File: config.mk
export PLATFORM = sky130hd
export DESIGN_NAME = wlan_channel_state_nav_tracker
export DESIGN_NICKNAME = d
export VERILOG_FILES = /design/src/hdl/wcsn_pkg.sv /design/src/hdl/wlan_channel_state_nav_tracker.sv
export SDC_FILE = /design/constraint.sdc
export NUM_CORES = 1
export LEC_CHECK = 0
export BUFFER_PORTS_ARGS = -buffer_cell sky130_fd_sc_hd__buf_4
export CORE_MARGIN = 3
export CORE_UTILIZATION = 50
export DETAILED_ROUTE_END_ITERATION = 12
export MAX_ROUTING_LAYER = met4
export PLACE_DENSITY = 0.74
export SYNTH_ARGS = -nofsm -noshare
export SYNTH_HDL_FRONTEND = slang
export SYNTH_SLANG_ARGS = --single-unit
export TNS_END_PERCENT = 5
File: constraint.sdc
create_clock -name aclk -period 4.7 [get_ports aclk]
set_clock_uncertainty 0.2 [all_clocks]
set_input_delay 0.94 -clock aclk [delete_from_list [all_inputs] [get_ports aclk]]
set_output_delay 0.94 -clock aclk [all_outputs]
set_load 0.05 [all_outputs]
File: src/hdl/wcsn_pkg.sv
`timescale 1ns / 1ps
// ----------------------------------------------------------------------------
// wcsn_pkg - shared types and constants for the channel state / NAV tracker
// Event codes, NAV event codes, register indexes, field widths and reset values.
// ----------------------------------------------------------------------------
package wcsn_pkg;

    localparam int TIME_BITS_DEF = 16;
    localparam int ADDR_BITS_DEF = 48;

    localparam int DUR_W    = 16;
    localparam int RSS_W    = 16;
    localparam int TA_W     = 48;
    localparam int CNT_W    = 24;
    localparam int CFG_IDX_W = 3;
    localparam int CFG_DAT_W = 24;

    localparam int S_TDATA_W = 96;
    localparam int S_TUSER_W = 6;
    localparam int M_TDATA_W = 80;
    localparam int M_TUSER_W = 3;

    typedef enum logic [2:0] {
        EV_TICK     = 3'd0,
        EV_TX_START = 3'd1,
        EV_TX_END   = 3'd2,
        EV_RX_START = 3'd3,
        EV_RX_END   = 3'd4,
        EV_RSS      = 3'd5,
        EV_FRAME    = 3'd6
    } event_kind_t;

    typedef enum logic [1:0] {
        NAV_NONE  = 2'd0,
        NAV_SET   = 2'd1,
        NAV_ENDED = 2'd2
    } nav_event_t;

    typedef enum logic [CFG_IDX_W-1:0] {
        REG_PHY_CS_THRESHOLD = 3'd0,
        REG_SIFS_TIME        = 3'd1,
        REG_REPORT_PERIOD    = 3'd2,
        REG_USE_OWN_TX       = 3'd3,
        REG_USE_OWN_RX       = 3'd4,
        REG_USE_PHY_CS       = 3'd5,
        REG_USE_NAV          = 3'd6
    } reg_index_t;

    localparam logic [RSS_W-1:0] PHY_CS_THRESHOLD_RST = 16'd0;
    localparam logic [DUR_W-1:0] SIFS_TIME_RST        = 16'd16;
    localparam logic [CNT_W-1:0] REPORT_PERIOD_RST    = 24'd1000000;
    localparam logic [CNT_W-1:0] CNT_MAX              = {CNT_W{1'b1}};

endpackage

File: src/hdl/wlan_channel_state_nav_tracker.sv
`timescale 1ns / 1ps
// ----------------------------------------------------------------------------
// wlan_channel_state_nav_tracker - clear channel assessment with NAV
// Tracks own tx/rx, signal level, NAV countdown and busy-time per period.
// ----------------------------------------------------------------------------
// One event beat is taken per clock cycle and each produces exactly one result
// beat, in the next cycle, from a single output register. The event is decoded
// and the state updated by flat compare and count logic in the accepting cycle;
// s_tready stays high while the output register is empty or being drained, so
// the sustained rate is one beat per cycle unless the result side stalls.
// Configuration writes land at once and are meant to be issued while idle.
module wlan_channel_state_nav_tracker #(
    parameter int TIME_BITS = wcsn_pkg::TIME_BITS_DEF,
    parameter int ADDR_BITS = wcsn_pkg::ADDR_BITS_DEF
) (
    input  logic                               aclk,
    input  logic                               aresetn,
    // config write port
    input  logic                               cfg_wr_en,
    input  logic [wcsn_pkg::CFG_IDX_W-1:0]     cfg_index,
    input  logic [wcsn_pkg::CFG_DAT_W-1:0]     cfg_wdata,
    // event channel
    input  logic                               s_tvalid,
    output logic                               s_tready,
    // frame_duration[15:0], reply_timeout[31:16], transmitter_address[79:32],
    // rss_level[95:80]
    input  logic [wcsn_pkg::S_TDATA_W-1:0]     s_tdata,
    // kind[2:0], is_preamble[3], for_me[4], is_rts[5]
    input  logic [wcsn_pkg::S_TUSER_W-1:0]     s_tuser,
    // result channel
    output logic                               m_tvalid,
    input  logic                               m_tready,
    // channel_busy[0], busy_changed[1], nav_address[49:2], busy_ticks[73:50],
    // zero fill[79:74]
    output logic [wcsn_pkg::M_TDATA_W-1:0]     m_tdata,
    // nav_event[1:0], report_valid[2]
    output logic [wcsn_pkg::M_TUSER_W-1:0]     m_tuser
);
    import wcsn_pkg::*;

    localparam int DW = (TIME_BITS > DUR_W) ? TIME_BITS : DUR_W;
    localparam int AW = (ADDR_BITS < TA_W) ? ADDR_BITS : TA_W;
    localparam logic [DW-1:0]   TIME_MAX_W = DW'({TIME_BITS{1'b1}});
    localparam logic [TA_W-1:0] ADDR_MASK  = TA_W'({AW{1'b1}});

    // configuration
    logic [RSS_W-1:0] phy_cs_threshold_reg;
    logic [DUR_W-1:0] sifs_time_reg;
    logic [CNT_W-1:0] report_period_reg;
    logic             use_own_tx_reg, use_own_rx_reg, use_phy_cs_reg, use_nav_reg;

    // tracker state
    logic [TIME_BITS-1:0] nav_left_reg, nav_left_next;
    logic                 awaiting_reply_reg, awaiting_reply_next;
    logic                 tx_active_reg, tx_active_next;
    logic                 rx_active_reg, rx_active_next;
    logic [RSS_W-1:0]     rss_now_reg, rss_now_next;
    logic                 last_busy_reg, busy_next;
    logic [CNT_W-1:0]     busy_accum_reg, busy_accum_next;
    logic [CNT_W-1:0]     period_count_reg, period_count_next;

    // result register
    logic                 m_tvalid_reg;
    logic                 busy_out_reg, changed_out_reg;
    nav_event_t           nav_ev_reg, nav_ev_next;
    logic [TA_W-1:0]      nav_addr_reg, nav_addr_next;
    logic                 rep_reg, rep_next;
    logic [CNT_W-1:0]     ticks_reg, ticks_next;

    // unpacked input fields
    event_kind_t          kind;
    logic [DUR_W-1:0]     fdur_raw, rto_raw, rss_in;
    logic [TA_W-1:0]      ta;
    logic                 is_pre, for_me, is_rts;
    logic [DW-1:0]        fdur_w, rto_w;
    logic [TIME_BITS-1:0] fdur, rto, dur_foreign;
    logic [CNT_W-1:0]     period, count_inc;
    logic                 accept;

    assign kind     = event_kind_t'(s_tuser[2:0]);
    assign is_pre   = s_tuser[3];
    assign for_me   = s_tuser[4];
    assign is_rts   = s_tuser[5];
    assign fdur_raw = s_tdata[15:0];
    assign rto_raw  = s_tdata[31:16];
    assign ta       = s_tdata[79:32];
    assign rss_in   = s_tdata[95:80];

    // clamp durations to the NAV counter range
    assign fdur_w = DW'(fdur_raw);
    assign rto_w  = DW'(rto_raw);
    assign fdur   = TIME_BITS'((fdur_w > TIME_MAX_W) ? TIME_MAX_W : fdur_w);
    assign rto    = TIME_BITS'((rto_w > TIME_MAX_W) ? TIME_MAX_W : rto_w);
    assign dur_foreign = is_rts ? rto : fdur;

    assign s_tready = !m_tvalid_reg || m_tready;
    assign accept   = s_tvalid && s_tready;

    assign period    = (report_period_reg == '0) ? CNT_W'(1) : report_period_reg;
    assign count_inc = (period_count_reg != CNT_MAX) ? period_count_reg + CNT_W'(1)
                                                     : period_count_reg;

    always_comb begin
        nav_left_next       = nav_left_reg;
        awaiting_reply_next = awaiting_reply_reg;
        tx_active_next      = tx_active_reg;
        rx_active_next      = rx_active_reg;
        rss_now_next        = rss_now_reg;
        busy_accum_next     = busy_accum_reg;
        period_count_next   = period_count_reg;
        nav_ev_next         = NAV_NONE;
        nav_addr_next       = '0;
        rep_next            = 1'b0;
        ticks_next          = '0;

        case (kind)
            EV_TICK: begin
                if (last_busy_reg && busy_accum_reg != CNT_MAX) begin
                    busy_accum_next = busy_accum_reg + CNT_W'(1);
                end
                if (nav_left_reg != '0) begin
                    nav_left_next = nav_left_reg - TIME_BITS'(1);
                    if (nav_left_reg == TIME_BITS'(1)) begin
                        awaiting_reply_next = 1'b0;
                        nav_ev_next         = NAV_ENDED;
                    end
                end
                period_count_next = count_inc;
                if (count_inc >= period) begin
                    rep_next          = 1'b1;
                    ticks_next        = busy_accum_next;
                    busy_accum_next   = '0;
                    period_count_next = '0;
                end
            end
            EV_TX_START: tx_active_next = 1'b1;
            EV_TX_END: begin
                tx_active_next = 1'b0;
                // hold off the medium for the expected reply
                if ((fdur_raw > sifs_time_reg || rto != '0) && rto > nav_left_reg) begin
                    nav_left_next       = rto;
                    awaiting_reply_next = 1'b1;
                end
            end
            EV_RX_START: rx_active_next = 1'b1;
            EV_RX_END:   rx_active_next = 1'b0;
            EV_RSS: begin
                if (use_phy_cs_reg) begin
                    rss_now_next = rss_in;
                end
            end
            EV_FRAME: begin
                if (is_pre) begin
                    if (fdur > nav_left_reg) begin
                        nav_left_next = fdur;
                    end
                end else if (for_me) begin
                    // the awaited reply arrived: drop our own reservation
                    if (awaiting_reply_reg) begin
                        nav_left_next       = '0;
                        awaiting_reply_next = 1'b0;
                    end
                end else if ((is_rts || fdur_raw >= sifs_time_reg)
                             && dur_foreign > nav_left_reg) begin
                    nav_left_next = dur_foreign;
                    nav_ev_next   = NAV_SET;
                    nav_addr_next = ta & ADDR_MASK;
                end
            end
            default: ;
        endcase

        busy_next = (use_own_tx_reg && tx_active_next)
                 || (use_own_rx_reg && rx_active_next)
                 || (use_phy_cs_reg && rss_now_next > phy_cs_threshold_reg)
                 || (use_nav_reg && nav_left_next != '0);
    end

    // configuration registers
    always_ff @(posedge aclk) begin
        if (!aresetn) begin
            phy_cs_threshold_reg <= PHY_CS_THRESHOLD_RST;
            sifs_time_reg        <= SIFS_TIME_RST;
            report_period_reg    <= REPORT_PERIOD_RST;
            use_own_tx_reg       <= 1'b1;
            use_own_rx_reg       <= 1'b1;
            use_phy_cs_reg       <= 1'b1;
            use_nav_reg          <= 1'b1;
        end else if (cfg_wr_en) begin
            unique case (reg_index_t'(cfg_index))
                REG_PHY_CS_THRESHOLD: phy_cs_threshold_reg <= cfg_wdata[RSS_W-1:0];
                REG_SIFS_TIME:        sifs_time_reg        <= cfg_wdata[DUR_W-1:0];
                REG_REPORT_PERIOD:    report_period_reg    <= cfg_wdata[CNT_W-1:0];
                REG_USE_OWN_TX:       use_own_tx_reg       <= cfg_wdata[0];
                REG_USE_OWN_RX:       use_own_rx_reg       <= cfg_wdata[0];
                REG_USE_PHY_CS:       use_phy_cs_reg       <= cfg_wdata[0];
                REG_USE_NAV:          use_nav_reg          <= cfg_wdata[0];
                default: ;
            endcase
        end
    end

    // tracker state, advance on each accepted beat
    always_ff @(posedge aclk) begin
        if (!aresetn) begin
            nav_left_reg       <= '0;
            awaiting_reply_reg <= 1'b0;
            tx_active_reg      <= 1'b0;
            rx_active_reg      <= 1'b0;
            rss_now_reg        <= '0;
            last_busy_reg      <= 1'b0;
            busy_accum_reg     <= '0;
            period_count_reg   <= '0;
        end else if (accept) begin
            nav_left_reg       <= nav_left_next;
            awaiting_reply_reg <= awaiting_reply_next;
            tx_active_reg      <= tx_active_next;
            rx_active_reg      <= rx_active_next;
            rss_now_reg        <= rss_now_next;
            last_busy_reg      <= busy_next;
            busy_accum_reg     <= busy_accum_next;
            period_count_reg   <= period_count_next;
        end
    end

    // result register
    always_ff @(posedge aclk) begin
        if (!aresetn) begin
            m_tvalid_reg <= 1'b0;
        end else if (accept) begin
            m_tvalid_reg <= 1'b1;
        end else if (m_tready) begin
            m_tvalid_reg <= 1'b0;
        end
    end

    always_ff @(posedge aclk) begin
        if (accept) begin
            busy_out_reg    <= busy_next;
            changed_out_reg <= busy_next != last_busy_reg;
            nav_ev_reg      <= nav_ev_next;
            nav_addr_reg    <= nav_addr_next;
            rep_reg         <= rep_next;
            ticks_reg       <= ticks_next;
        end
    end

    assign m_tvalid = m_tvalid_reg;
    assign m_tdata  = {6'd0, ticks_reg, nav_addr_reg, changed_out_reg, busy_out_reg};
    assign m_tuser  = {rep_reg, nav_ev_reg};

endmodule

==> results by stage, run 1 <==
Status:
- The run finished with clean final reports.

Timing:
- For this run, the top clock speed supported by timing is 219 MHz.
- Dividing the final minimum period by the clock period gives 0.973.
- At the pin with the least slew margin, the transition time is 0.975 ns.
- Setup repair after global routing could not meet its margin everywhere.
- The final count of negative-setup-slack endpoints is 0.
- The normalized max-slew margin is 0.350.
- The final count of hold timing violations is 0.
- The number of slew-limit violations in the final report came to 0.
- Once routing completed, OpenROAD measured the worst setup slack at 0.126 ns.
- After layout, the minimum clock period comes to 4.57 ns.
- The final hold slack is 0.255 ns.

Setup path:
- The data arrival time of the critical path is 4.82 ns.
- The critical path required time is 4.94 ns.
- The start of the worst register-to-register path is period_count_reg[6]$_SDFFE_PN0P_.
- The worst setup path is of the register to register kind.
- In this run the worst path has a maximum fanout of 3.
- Measured in cells, the most critical reg-to-reg path has a length of 16.
- The end of the worst register-to-register path is busy_accum_reg[1]$_SDFFE_PN0P_.
- The source of the critical timing path is period_count_reg[6]$_SDFFE_PN0P_.
- The worst setup path is captured at a register.
- The worst-case register-to-register setup slack is 0.13 ns.
- The worst setup path is launched from a register.

Pwr:
- Summed over all nets, the switching power comes to 1.60 mW.
- The total internal power is 3.86 mW.
- The share of total power dissipated in sequential elements is 0.389.
- The clock group share of total power is 0.381.
- The relative contribution of combinational cells to total power is 0.230.
- The power density over the cells is 311 nW/um^2.
- Of the total power, the share spent switching nets is 0.293.
- The largest vdd supply drop is 0.302 mV.
- In this run the static leakage power is 7.14 nW.

Floorplan:
- The height of the die is 174 microns.
- The core region is 27,400 sq um.
- The full die area is 30,400 sq um.
- In this run the count of I/O pins placed on the die edge is 219.
- Row generation in the floorplan step produced 60 rows.
- In this run the horizontal extent of the chip is 174 microns.
- The effective utilization at floorplan is 0.517.

Clock tree:
- The tree is rooted in a sky130_fd_sc_hd__clkbuf_16.
- The CTS clock-pin slew for the worst setup and hold paths is 0.06 ns.
- Buffers inserted to repair hold after CTS numbered 0.
- CTS built an H-tree with a depth of 1.
- The later pin in the worst-skew pair is clocked with a latency of 0.53 ns.
- Counting the buffers created by CTS gives 25.
- The maximum number of buffers from clock root to sink is 3.
- The CTS sink count is 222.
- TritonCTS built the clock tree.

Route:
- The number of DRC violations after detailed-routing iteration 0 is 989.
- The number of nets with antenna violations after detailed routing is 0.
- The mean number of vias per cell is 5.94.
- The iteration count of the initial detailed-routing pass is 7.
- For this run, design rule violations remaining after detail routing come to 0.
- In the final routed layout, each cell accounts on average for 19.7 microns.
- The routed wire length is 45,900 microns.
- The routed layout has 13,830 vias.

GRT:
- The first-pass GRT wire length is 71,200 microns.
- Global routing finished with a remaining overflow of 0.
- The via count of the first global-routing pass is 13,050.
- The total routing resource utilization after global routing is 0.299.
- Entering global routing, the biggest net connects 71 pins.
- The number of antenna violations at the first check in global routing is 0.

Synthesis:
- Of the total synthesized cell area, the portion taken by AND, OR, NAND and NOR gates is 0.234.
- In the synthesized netlist the async set-or-reset flop fraction comes to 0.
- The primary flip-flop cell chosen by synthesis mapping is sky130_fd_sc_hd__dfxtp_1.
- Of the total synthesized cell area, the portion taken by full adders, half adders and majority gates is 0.0963.
- In this run the cell area of the synthesized design comes to 14,200 sq um.
- The synthesized flop and latch total is 222.
- Of the total synthesized cell area, the portion taken by XOR and XNOR cells is 0.0291.
- The synthesized netlist contains 73 unique library cells.
- The number of flops mapped to enable cells by yosys is 77.
- The post-synthesis compound-gate area fraction was 0.167.
- A synthesized cell averages 8.29 sq um.
- The gate count of the mapped netlist is 1,708.
- The cell type contributing the most total cell area after synthesis is sky130_fd_sc_hd__dfxtp_1.
- By area the synthesized netlist is led by sky130_fd_sc_hd__dfxtp_1 (21%), sky130_fd_sc_hd__edfxtp_1 (16%), sky130_fd_sc_hd__ha_1 (9.6%).
- After synthesis, the largest family of logic cells by area is simple AND/OR/NAND/NOR gates.
- Yosys printed 0 warnings.
- The multiplexer fraction of the synthesized cell area is 0.0458.
- The share of synthesized area in the top cell type comes to 0.205.
- For this run, the register share of the synthesized area comes to 0.368.

Hold path:
- The worst hold path begins at sifs_time_reg[5]$_SDFFE_PN0P_.
- In this run the worst hold path is classified as register to register.
- For hold timing, the worst endpoint is sifs_time_reg[5]$_SDFFE_PN0P_.
- Along the worst hold path, the cell count comes to 2.

Final layout:
- The area of all placed cells without fillers is 17,500 sq um.
- The register with the most flip-flops in the layout has 48 of them.
- The total of fill cells in the finished design is 2,364.
- The number of nets in the layout is 2,180.
- 0 antenna diodes ended up in the layout.
- Compared with the post-synthesis result, the final layout area differs by 23.8%.
- The layout cell share with drive strength beyond 1 is 0.221.

Placed design:
- The placed cell area is 16,500 sq um.
- The routability-driven placement congestion ratio is 0.996.
- In this run the tool buffered the top-level ports with 212 buffer cells.
- Timing analysis after detailed placement gives a worst setup slack of -0.391 ns.
- The half-perimeter wire length after placement is 34,800 microns.

Job:
- Max-cap violations in this run came to 0.
-- per-stage QoR --
| stage | std cells | power (mW) | TNS, ns | utilization |
|---|---|---|---|---|
| floorplan | 1713 | 2.92 | -7.01 | - |
| global placement | 2279 | 3.37 | -0.477 | 0.604 |
| detailed placement | 2279 | 3.39 | -2.04 | 0.604 |
| CTS | 2325 | 5.47 | 0 | 0.636 |
| global route | 2328 | 5.67 | -0.0405 | 0.640 |
| finish | 2328 | 5.46 | 0 | 0.640 |
-- cell families after synthesis --
kind of cell | Yosys count
xor gates and xnor gates | 47
AOI/OAI and AO/OA | 367
adders and majority gates | 109
muxes | 60
and+or+nand+nor | 696
buffers and inverters | 206
other | 1
DFF | 222
-- layer usage --
layer,track usage,vias up,wire length (microns)
li1,-,6533,-
met1,0.382,6552,19200
met2,0.488,622,21300
met3,0.0474,123,3780
met4,0.0898,0,1610
met5,-,-,0
-- worst max-delay path by stage --
stage | cells past startpoint | end | slack [ns]
after detailed placement | 15 | busy_out_reg$_DFFE_PP_ | -0.39
after global routing | 19 | busy_accum_reg[1]$_SDFFE_PN0P_ | -0.04
after CTS | 20 | busy_accum_reg[1]$_SDFFE_PN0P_ | 0.02
after global placement | 15 | busy_out_reg$_DFFE_PP_ | -0.21
after floorplan | 23 | busy_accum_reg[0]$_SDFFE_PN0P_ | -0.15
final | 16 | busy_accum_reg[1]$_SDFFE_PN0P_ | 0.13
-- cells in the final DEF (no fill, tap or decap), types with 6 or more instances in the layout --
cell                          n
sky130_fd_sc_hd__a311oi_1     8
sky130_fd_sc_hd__edfxtp_1    77
sky130_fd_sc_hd__and2_1      60
sky130_fd_sc_hd__nand2_1    232
sky130_fd_sc_hd__clkbuf_16   25
sky130_fd_sc_hd__clkbuf_1     7
sky130_fd_sc_hd__nand4_1     35
sky130_fd_sc_hd__a211o_1      7
sky130_fd_sc_hd__nand3_1     62
sky130_fd_sc_hd__or3_1       11
sky130_fd_sc_hd__dfxtp_1    141
sky130_fd_sc_hd__xor2_1      18
sky130_fd_sc_hd__buf_4      313
sky130_fd_sc_hd__or2_2        7
sky130_fd_sc_hd__nor3_1      49
sky130_fd_sc_hd__o211ai_1    20
sky130_fd_sc_hd__nand2b_1    10
sky130_fd_sc_hd__a31oi_1     30
sky130_fd_sc_hd__a211oi_1    17
sky130_fd_sc_hd__conb_1       6
sky130_fd_sc_hd__o21a_1      10
sky130_fd_sc_hd__and4_1       7
sky130_fd_sc_hd__mux2i_1     22
sky130_fd_sc_hd__and3_1      10
sky130_fd_sc_hd__a21oi_1    145
sky130_fd_sc_hd__inv_1       84
sky130_fd_sc_hd__a22oi_1      8
sky130_fd_sc_hd__o21ai_0     34
sky130_fd_sc_hd__xnor2_1     28
sky130_fd_sc_hd__mux2_2      38
sky130_fd_sc_hd__ha_1       109
sky130_fd_sc_hd__clkinv_2     6
sky130_fd_sc_hd__a21o_1      27
sky130_fd_sc_hd__nor2_1     152
sky130_fd_sc_hd__nor2b_1     13
sky130_fd_sc_hd__nor4_1      21
-- cells in the mapped netlist (4+ instances only) --
master	number
sky130_fd_sc_hd__and4_1	7
sky130_fd_sc_hd__or3_1	12
sky130_fd_sc_hd__a221o_1	5
sky130_fd_sc_hd__nand3_1	63
sky130_fd_sc_hd__buf_1	7
sky130_fd_sc_hd__o2111ai_1	4
sky130_fd_sc_hd__or2_2	7
sky130_fd_sc_hd__and2_1	60
sky130_fd_sc_hd__and3_1	10
sky130_fd_sc_hd__a221oi_1	5
sky130_fd_sc_hd__a21oi_1	147
sky130_fd_sc_hd__a211oi_1	18
sky130_fd_sc_hd__mux2i_1	22
sky130_fd_sc_hd__nand2_1	234
sky130_fd_sc_hd__nor3_1	51
sky130_fd_sc_hd__ha_1	109
sky130_fd_sc_hd__buf_4	11
sky130_fd_sc_hd__clkbuf_1	90
sky130_fd_sc_hd__a31oi_1	30
sky130_fd_sc_hd__a211o_1	7
sky130_fd_sc_hd__xnor2_1	29
sky130_fd_sc_hd__o21a_1	10
sky130_fd_sc_hd__xor2_1	18
sky130_fd_sc_hd__o21ai_0	35
sky130_fd_sc_hd__nor2b_1	13
sky130_fd_sc_hd__nand2b_1	11
sky130_fd_sc_hd__a21o_1	27
sky130_fd_sc_hd__a22oi_1	8
sky130_fd_sc_hd__buf_2	10
sky130_fd_sc_hd__a311oi_1	8
sky130_fd_sc_hd__nand3b_1	5
sky130_fd_sc_hd__dfxtp_1	145
sky130_fd_sc_hd__nand4_1	35
sky130_fd_sc_hd__nor4_1	22
sky130_fd_sc_hd__edfxtp_1	77
sky130_fd_sc_hd__o22ai_1	4
sky130_fd_sc_hd__o211ai_1	20
sky130_fd_sc_hd__mux2_2	38
sky130_fd_sc_hd__nor2_1	153
sky130_fd_sc_hd__inv_1	86
-- critical path, cell delays in order, from the launching register on --
cell,delay (ns)
sky130_fd_sc_hd__dfxtp_2,0.36
sky130_fd_sc_hd__nand4_1,0.17
sky130_fd_sc_hd__or3_4,0.46
sky130_fd_sc_hd__nor3_4,0.19
sky130_fd_sc_hd__buf_4,0.16
sky130_fd_sc_hd__mux2_2,0.34
sky130_fd_sc_hd__ha_1,0.30
sky130_fd_sc_hd__a21o_1,0.16
sky130_fd_sc_hd__a21o_1,0.17
sky130_fd_sc_hd__a21o_1,0.17
sky130_fd_sc_hd__a21o_1,0.17
sky130_fd_sc_hd__a21o_1,0.17
sky130_fd_sc_hd__a211oi_1,0.40
sky130_fd_sc_hd__o41ai_4,0.16
sky130_fd_sc_hd__nand2_1,0.14
sky130_fd_sc_hd__or4b_2,0.59
sky130_fd_sc_hd__a31oi_1,0.17
-- cell type report --
class | count | area (sq um) | share of cell area
multi-input cells | 1285 | 8230 | 0.469
flip-flops and latches | 222 | 5220 | 0.298
repair buffers | 316 | 2410 | 0.137
clock buffers | 34 | 679 | 0.0388
well taps | 372 | 465 | 0.0266
inverters | 87 | 330 | 0.0188
clock inverters | 12 | 195 | 0.0111
-- power groups by stage --
stage                     logic, mW  registers, mW  clock network, mW
after CTS                      1.23           2.12               2.12
after detailed placement       1.22           2.16                  0
after global routing           1.35           2.13               2.19
after global placement         1.21           2.16                  0
after floorplan               0.677           2.25                  0
final                          1.25           2.12               2.08
-- what timing repair did --
action	CTS	global route
gates cloned	0	0
gates resized for setup	3	18
endpoints found under the hold margin	0	0
pin swaps	0	11
endpoints found under the setup margin	25	75
setup buffers	0	3
(Power assumes the default switching activity.)
==> run 2, diff against run 1 <==
--- a/config.mk
+++ b/config.mk
@@ -6,11 +6,15 @@
 export NUM_CORES = 1
 export LEC_CHECK = 0
 export BUFFER_PORTS_ARGS = -buffer_cell sky130_fd_sc_hd__buf_4
+export CELL_PAD_IN_SITES_DETAIL_PLACEMENT = 1
+export CELL_PAD_IN_SITES_GLOBAL_PLACEMENT = 1
 export CORE_MARGIN = 3
-export CORE_UTILIZATION = 50
+export CORE_UTILIZATION = 39
 export DETAILED_ROUTE_END_ITERATION = 12
 export MAX_ROUTING_LAYER = met4
-export PLACE_DENSITY = 0.74
+export PLACE_DENSITY = 0.77
+export SETUP_SLACK_MARGIN = 0.15
+export SKIP_LAST_GASP = 1
 export SYNTH_ARGS = -nofsm -noshare
 export SYNTH_HDL_FRONTEND = slang
 export SYNTH_SLANG_ARGS = --single-unit
==> run 2 against run 1 <==
- die area is 27% higher
- sequential cell count stayed put
- cell area up 2.4%
- utilization shrank 14 points
- non-clock buffer count up 19
- first-iteration DRC count shrank 7.6%
- critical endpoint is now ticks_reg[23]$_SDFFCE_PN0P_
- largest cell class unchanged
==> results by stage, run 2 (synthesis gave the netlist of run 1 again) <==
Hold path:
- The tightest min-delay check is of the register to register type.

Setup path:
- STA classifies the critical path startpoint as a register.
- The critical path is of the register to register type.
- For this design, the slowest cell found on the critical path is sky130_fd_sc_hd__or3_4.
- The data arrival time of the critical path was 4.64 ns (-0.18 ns).
- STA classifies the critical path endpoint as a register.
- The critical path required time is 4.78 ns (-0.16 ns).
- The cell type with the highest occurrence count on the critical path is sky130_fd_sc_hd__a21o_1.
- The delay of the slowest cell on the worst path is 0.47 ns (-0.12 ns).
- Walking the worst path, the cells encountered are nand4_1, or3_4, nor3_4, nand4b_1, or2_4, nor2_4, xor2_2, ha_1, a21o_1, a21o_1, a21o_1, a21o_1, a21o_1, a21o_1, a21oi_2, o41ai_4, a21oi_4, nand2b_4, buf_8, clkbuf_16, nor2_1.
- The largest fanout on the critical path came to 8 (+5).

Final layout:
- The share of the core filled with cells is 0.504 (-0.136).
- The layout cell share with drive strength beyond 1 was 0.236 (+0.0148).
- The number of nets in the layout came to 2,201 (+0.96%).
- The final antenna diode count is 0 (unchanged).
- The top cell types in the final layout, fill and taps aside, are sky130_fd_sc_hd__buf_4 (325), sky130_fd_sc_hd__nand2_1 (232), sky130_fd_sc_hd__nor2_1 (150), sky130_fd_sc_hd__a21oi_1 (144), sky130_fd_sc_hd__dfxtp_1 (138).
- The number of flip-flops under the largest register name was 48 (unchanged).
- The most frequent standard cell in the layout excluding fill and tap cells is sky130_fd_sc_hd__buf_4.
- The total of fill cells in the finished design is 4,260 (+80%).
- The area growth from synthesis to layout is 26.9%.

Pwr:
- The reported leakage power is 7.26 nW (+1.7%).
- The sequential share of power is 0.388 (about the same).
- The clock group share of total power is 0.371 (-0.010).
- The power density over the cells is 305 nW/um^2 (-2.2%).
- The total internal power is 3.81 mW (-1.4%).
- The switching share of power was 0.305 (+0.0113).
- The largest vdd supply drop was 0.276 mV (-8.6%).
- The switching power came to 1.67 mW (+4.1%).
- The relative contribution of combinational cells to total power was 0.241 (+0.011).

Job:
- The max capacitance violation total is 0 (unchanged).

Route:
- The mean number of vias per cell is 5.72 (-3.8%).
- The routed wire length came to 52,300 microns (+14%).
- The total number of vias is 13,934 (+0.75%).
- The number of nets with antenna violations after detailed routing came to 0 (unchanged).
- The iteration count of the initial detailed-routing pass is 7 (unchanged).
- The mean routed wirelength per cell is 21.5 microns (+8.9%).
- The number of DRC violations after detailed routing is 0 (unchanged).
- The number of DRC violations after detailed-routing iteration 0 is 914 (-7.6%).

Clock tree:
- Clock tree synthesis selected as its root buffer the cell sky130_fd_sc_hd__clkbuf_16.
- The total of hold buffers inserted after clock tree synthesis came to 0 (unchanged).
- The H-tree depth came to 1 (unchanged).
- The maximum number of buffers from clock root to sink is 3 (unchanged).
- The latest clock arrival within the worst-skew pair is 0.53 ns (about the same).
- The clock tree from TritonCTS is built.
- The number of buffers inserted during clock tree synthesis came to 27 (+8.0%).
- The CTS clock-pin slew for the worst setup and hold paths came to 0.06 ns (about the same).
- The CTS sink count is 222 (unchanged).

Floorplan:
- The number of rows in the core area was 69 (+15%).
- The full die area came to 38,600 sq um (+27%).
- The height of the die is 197 microns (+13%).
- The core area is 35,700 sq um (+30%).
- The count of boundary I/O pins is 219 (unchanged).
- The die width is 197 microns (+13%).
- The effective utilization at floorplan is 0.397 (-0.120).

GRT:
- The number of antenna violations at the first check in global routing is 1 (+1).
- The total routing resource utilization after global routing is 0.267 (-0.0313).
- The overall overflow remaining after global route was 0 (unchanged).
- The first-pass GRT wire length is 80,000 microns (+12%).
- The via count of the first global-routing pass is 14,319 (+9.7%).
- The pin count of the biggest net entering global routing is 61 (-14%).

Timing:
- The number of slew-limit violations in the final report is 0 (unchanged).
- The aggregate negative setup slack is 0 ns (unchanged).
- The shortest clock period the worst path allows after layout is 4.56 ns (-0.00978 ns).
- The measured slew at the worst slew-check pin is 1.12 ns (+0.148 ns).
- The final hold slack was 0.256 ns (+0.000489 ns).
- The normalized max-slew margin came to 0.251 (-0.0989).
- The final count of hold timing violations was 0 (unchanged).
- The final count of negative-setup-slack endpoints was 0 (unchanged).
- The maximum operating frequency is 219 MHz (+0.21%).
- The fraction of the cycle the final worst path needs is 0.971 (-0.00208).
- Setup repair after global routing could not meet its margin everywhere.

Placed design:
- The half-perimeter wire length after placement was 39,300 microns (+13%).
- The routability-driven placement congestion ratio is 0.971 (-2.5%).
- The total of buffers placed on input and output ports was 212 (unchanged).

Status:
- The flow ran to the end, and the final reports show no timing, DRC or antenna violations.
[run 2: final timing paths]
check / endpoint / slack, ns / from / cells after the start
setup reg to reg: ticks_reg[23]$_SDFFCE_PN0P_ / 0.14 / period_count_reg[6]$_SDFFE_PN0P_ / 21
hold / removal: phy_cs_threshold_reg[10]$_SDFFE_PN0P_ / 0.26 / phy_cs_threshold_reg[10]$_SDFFE_PN0P_ / 2
hold reg to reg: phy_cs_threshold_reg[10]$_SDFFE_PN0P_ / 0.26 / phy_cs_threshold_reg[10]$_SDFFE_PN0P_ / 2
setup / recovery: ticks_reg[23]$_SDFFCE_PN0P_ / 0.14 / period_count_reg[6]$_SDFFE_PN0P_ / 21
[run 2: cell type report]
type / instances / area, sq um / share of cell area
timing repair buffer: 335 / 2610 / 0.145
inverter: 87 / 332 / 0.0185
sequential: 222 / 5220 / 0.291
clock buffer: 39 / 751 / 0.0418
multi-input combinational: 1285 / 8380 / 0.467
tap: 461 / 577 / 0.0321
clock inverter: 9 / 92.6 / 0.00516
[run 2: per-stage QoR]
step | power, mW | std cells | area, sq um | worst slack, ns
floorplan | 2.94 | 1713 | 14300 | -0.152
global placement | 3.41 | 2380 | 16800 | -0.195
detailed placement | 3.45 | 2380 | 16800 | -0.321
CTS | 5.49 | 2430 | 17700 | 0.163
global route | 5.71 | 2438 | 18000 | -0.0401
finish | 5.47 | 2438 | 18000 | 0.135
[run 2: what timing repair did]
item / in CTS / in global routing
gates resized for setup: 7 / 34
pin swaps: 2 / 28
buffers inserted: 2 / 7
setup endpoints to repair: 69 / 76
hold endpoints to repair: 0 / 0
gates cloned: 0 / 1
[run 2: routing by layer]
| metal | global-route usage | vias to the layer above | wire [microns] |
|---|---|---|---|
| li1 | - | 6549 | - |
| met1 | 0.343 | 6815 | 22900 |
| met2 | 0.442 | 474 | 24500 |
| met3 | 0.0477 | 96 | 3580 |
| met4 | 0.0636 | 0 | 1300 |
| met5 | - | - | 0 |
[run 2: power groups by stage]
| stage | logic, mW | clock network, mW | registers, mW |
|---|---|---|---|
| final | 1.32 | 2.03 | 2.13 |
| after global routing | 1.43 | 2.15 | 2.13 |
| after CTS | 1.30 | 2.07 | 2.12 |
| after detailed placement | 1.29 | 0 | 2.17 |
| after global placement | 1.25 | 0 | 2.16 |
| after floorplan | 0.692 | 0 | 2.25 |
[run 2: worst max-delay path, delay by kind of cell, from the launching register on]
kind | cells | cell delay [ns]
buf+inv | 2 | 0.30
fa+ha+maj | 1 | 0.31
compound gates | 9 | 1.48
flops | 1 | 0.35
simple gates | 8 | 1.49
xor+xnor | 1 | 0.18
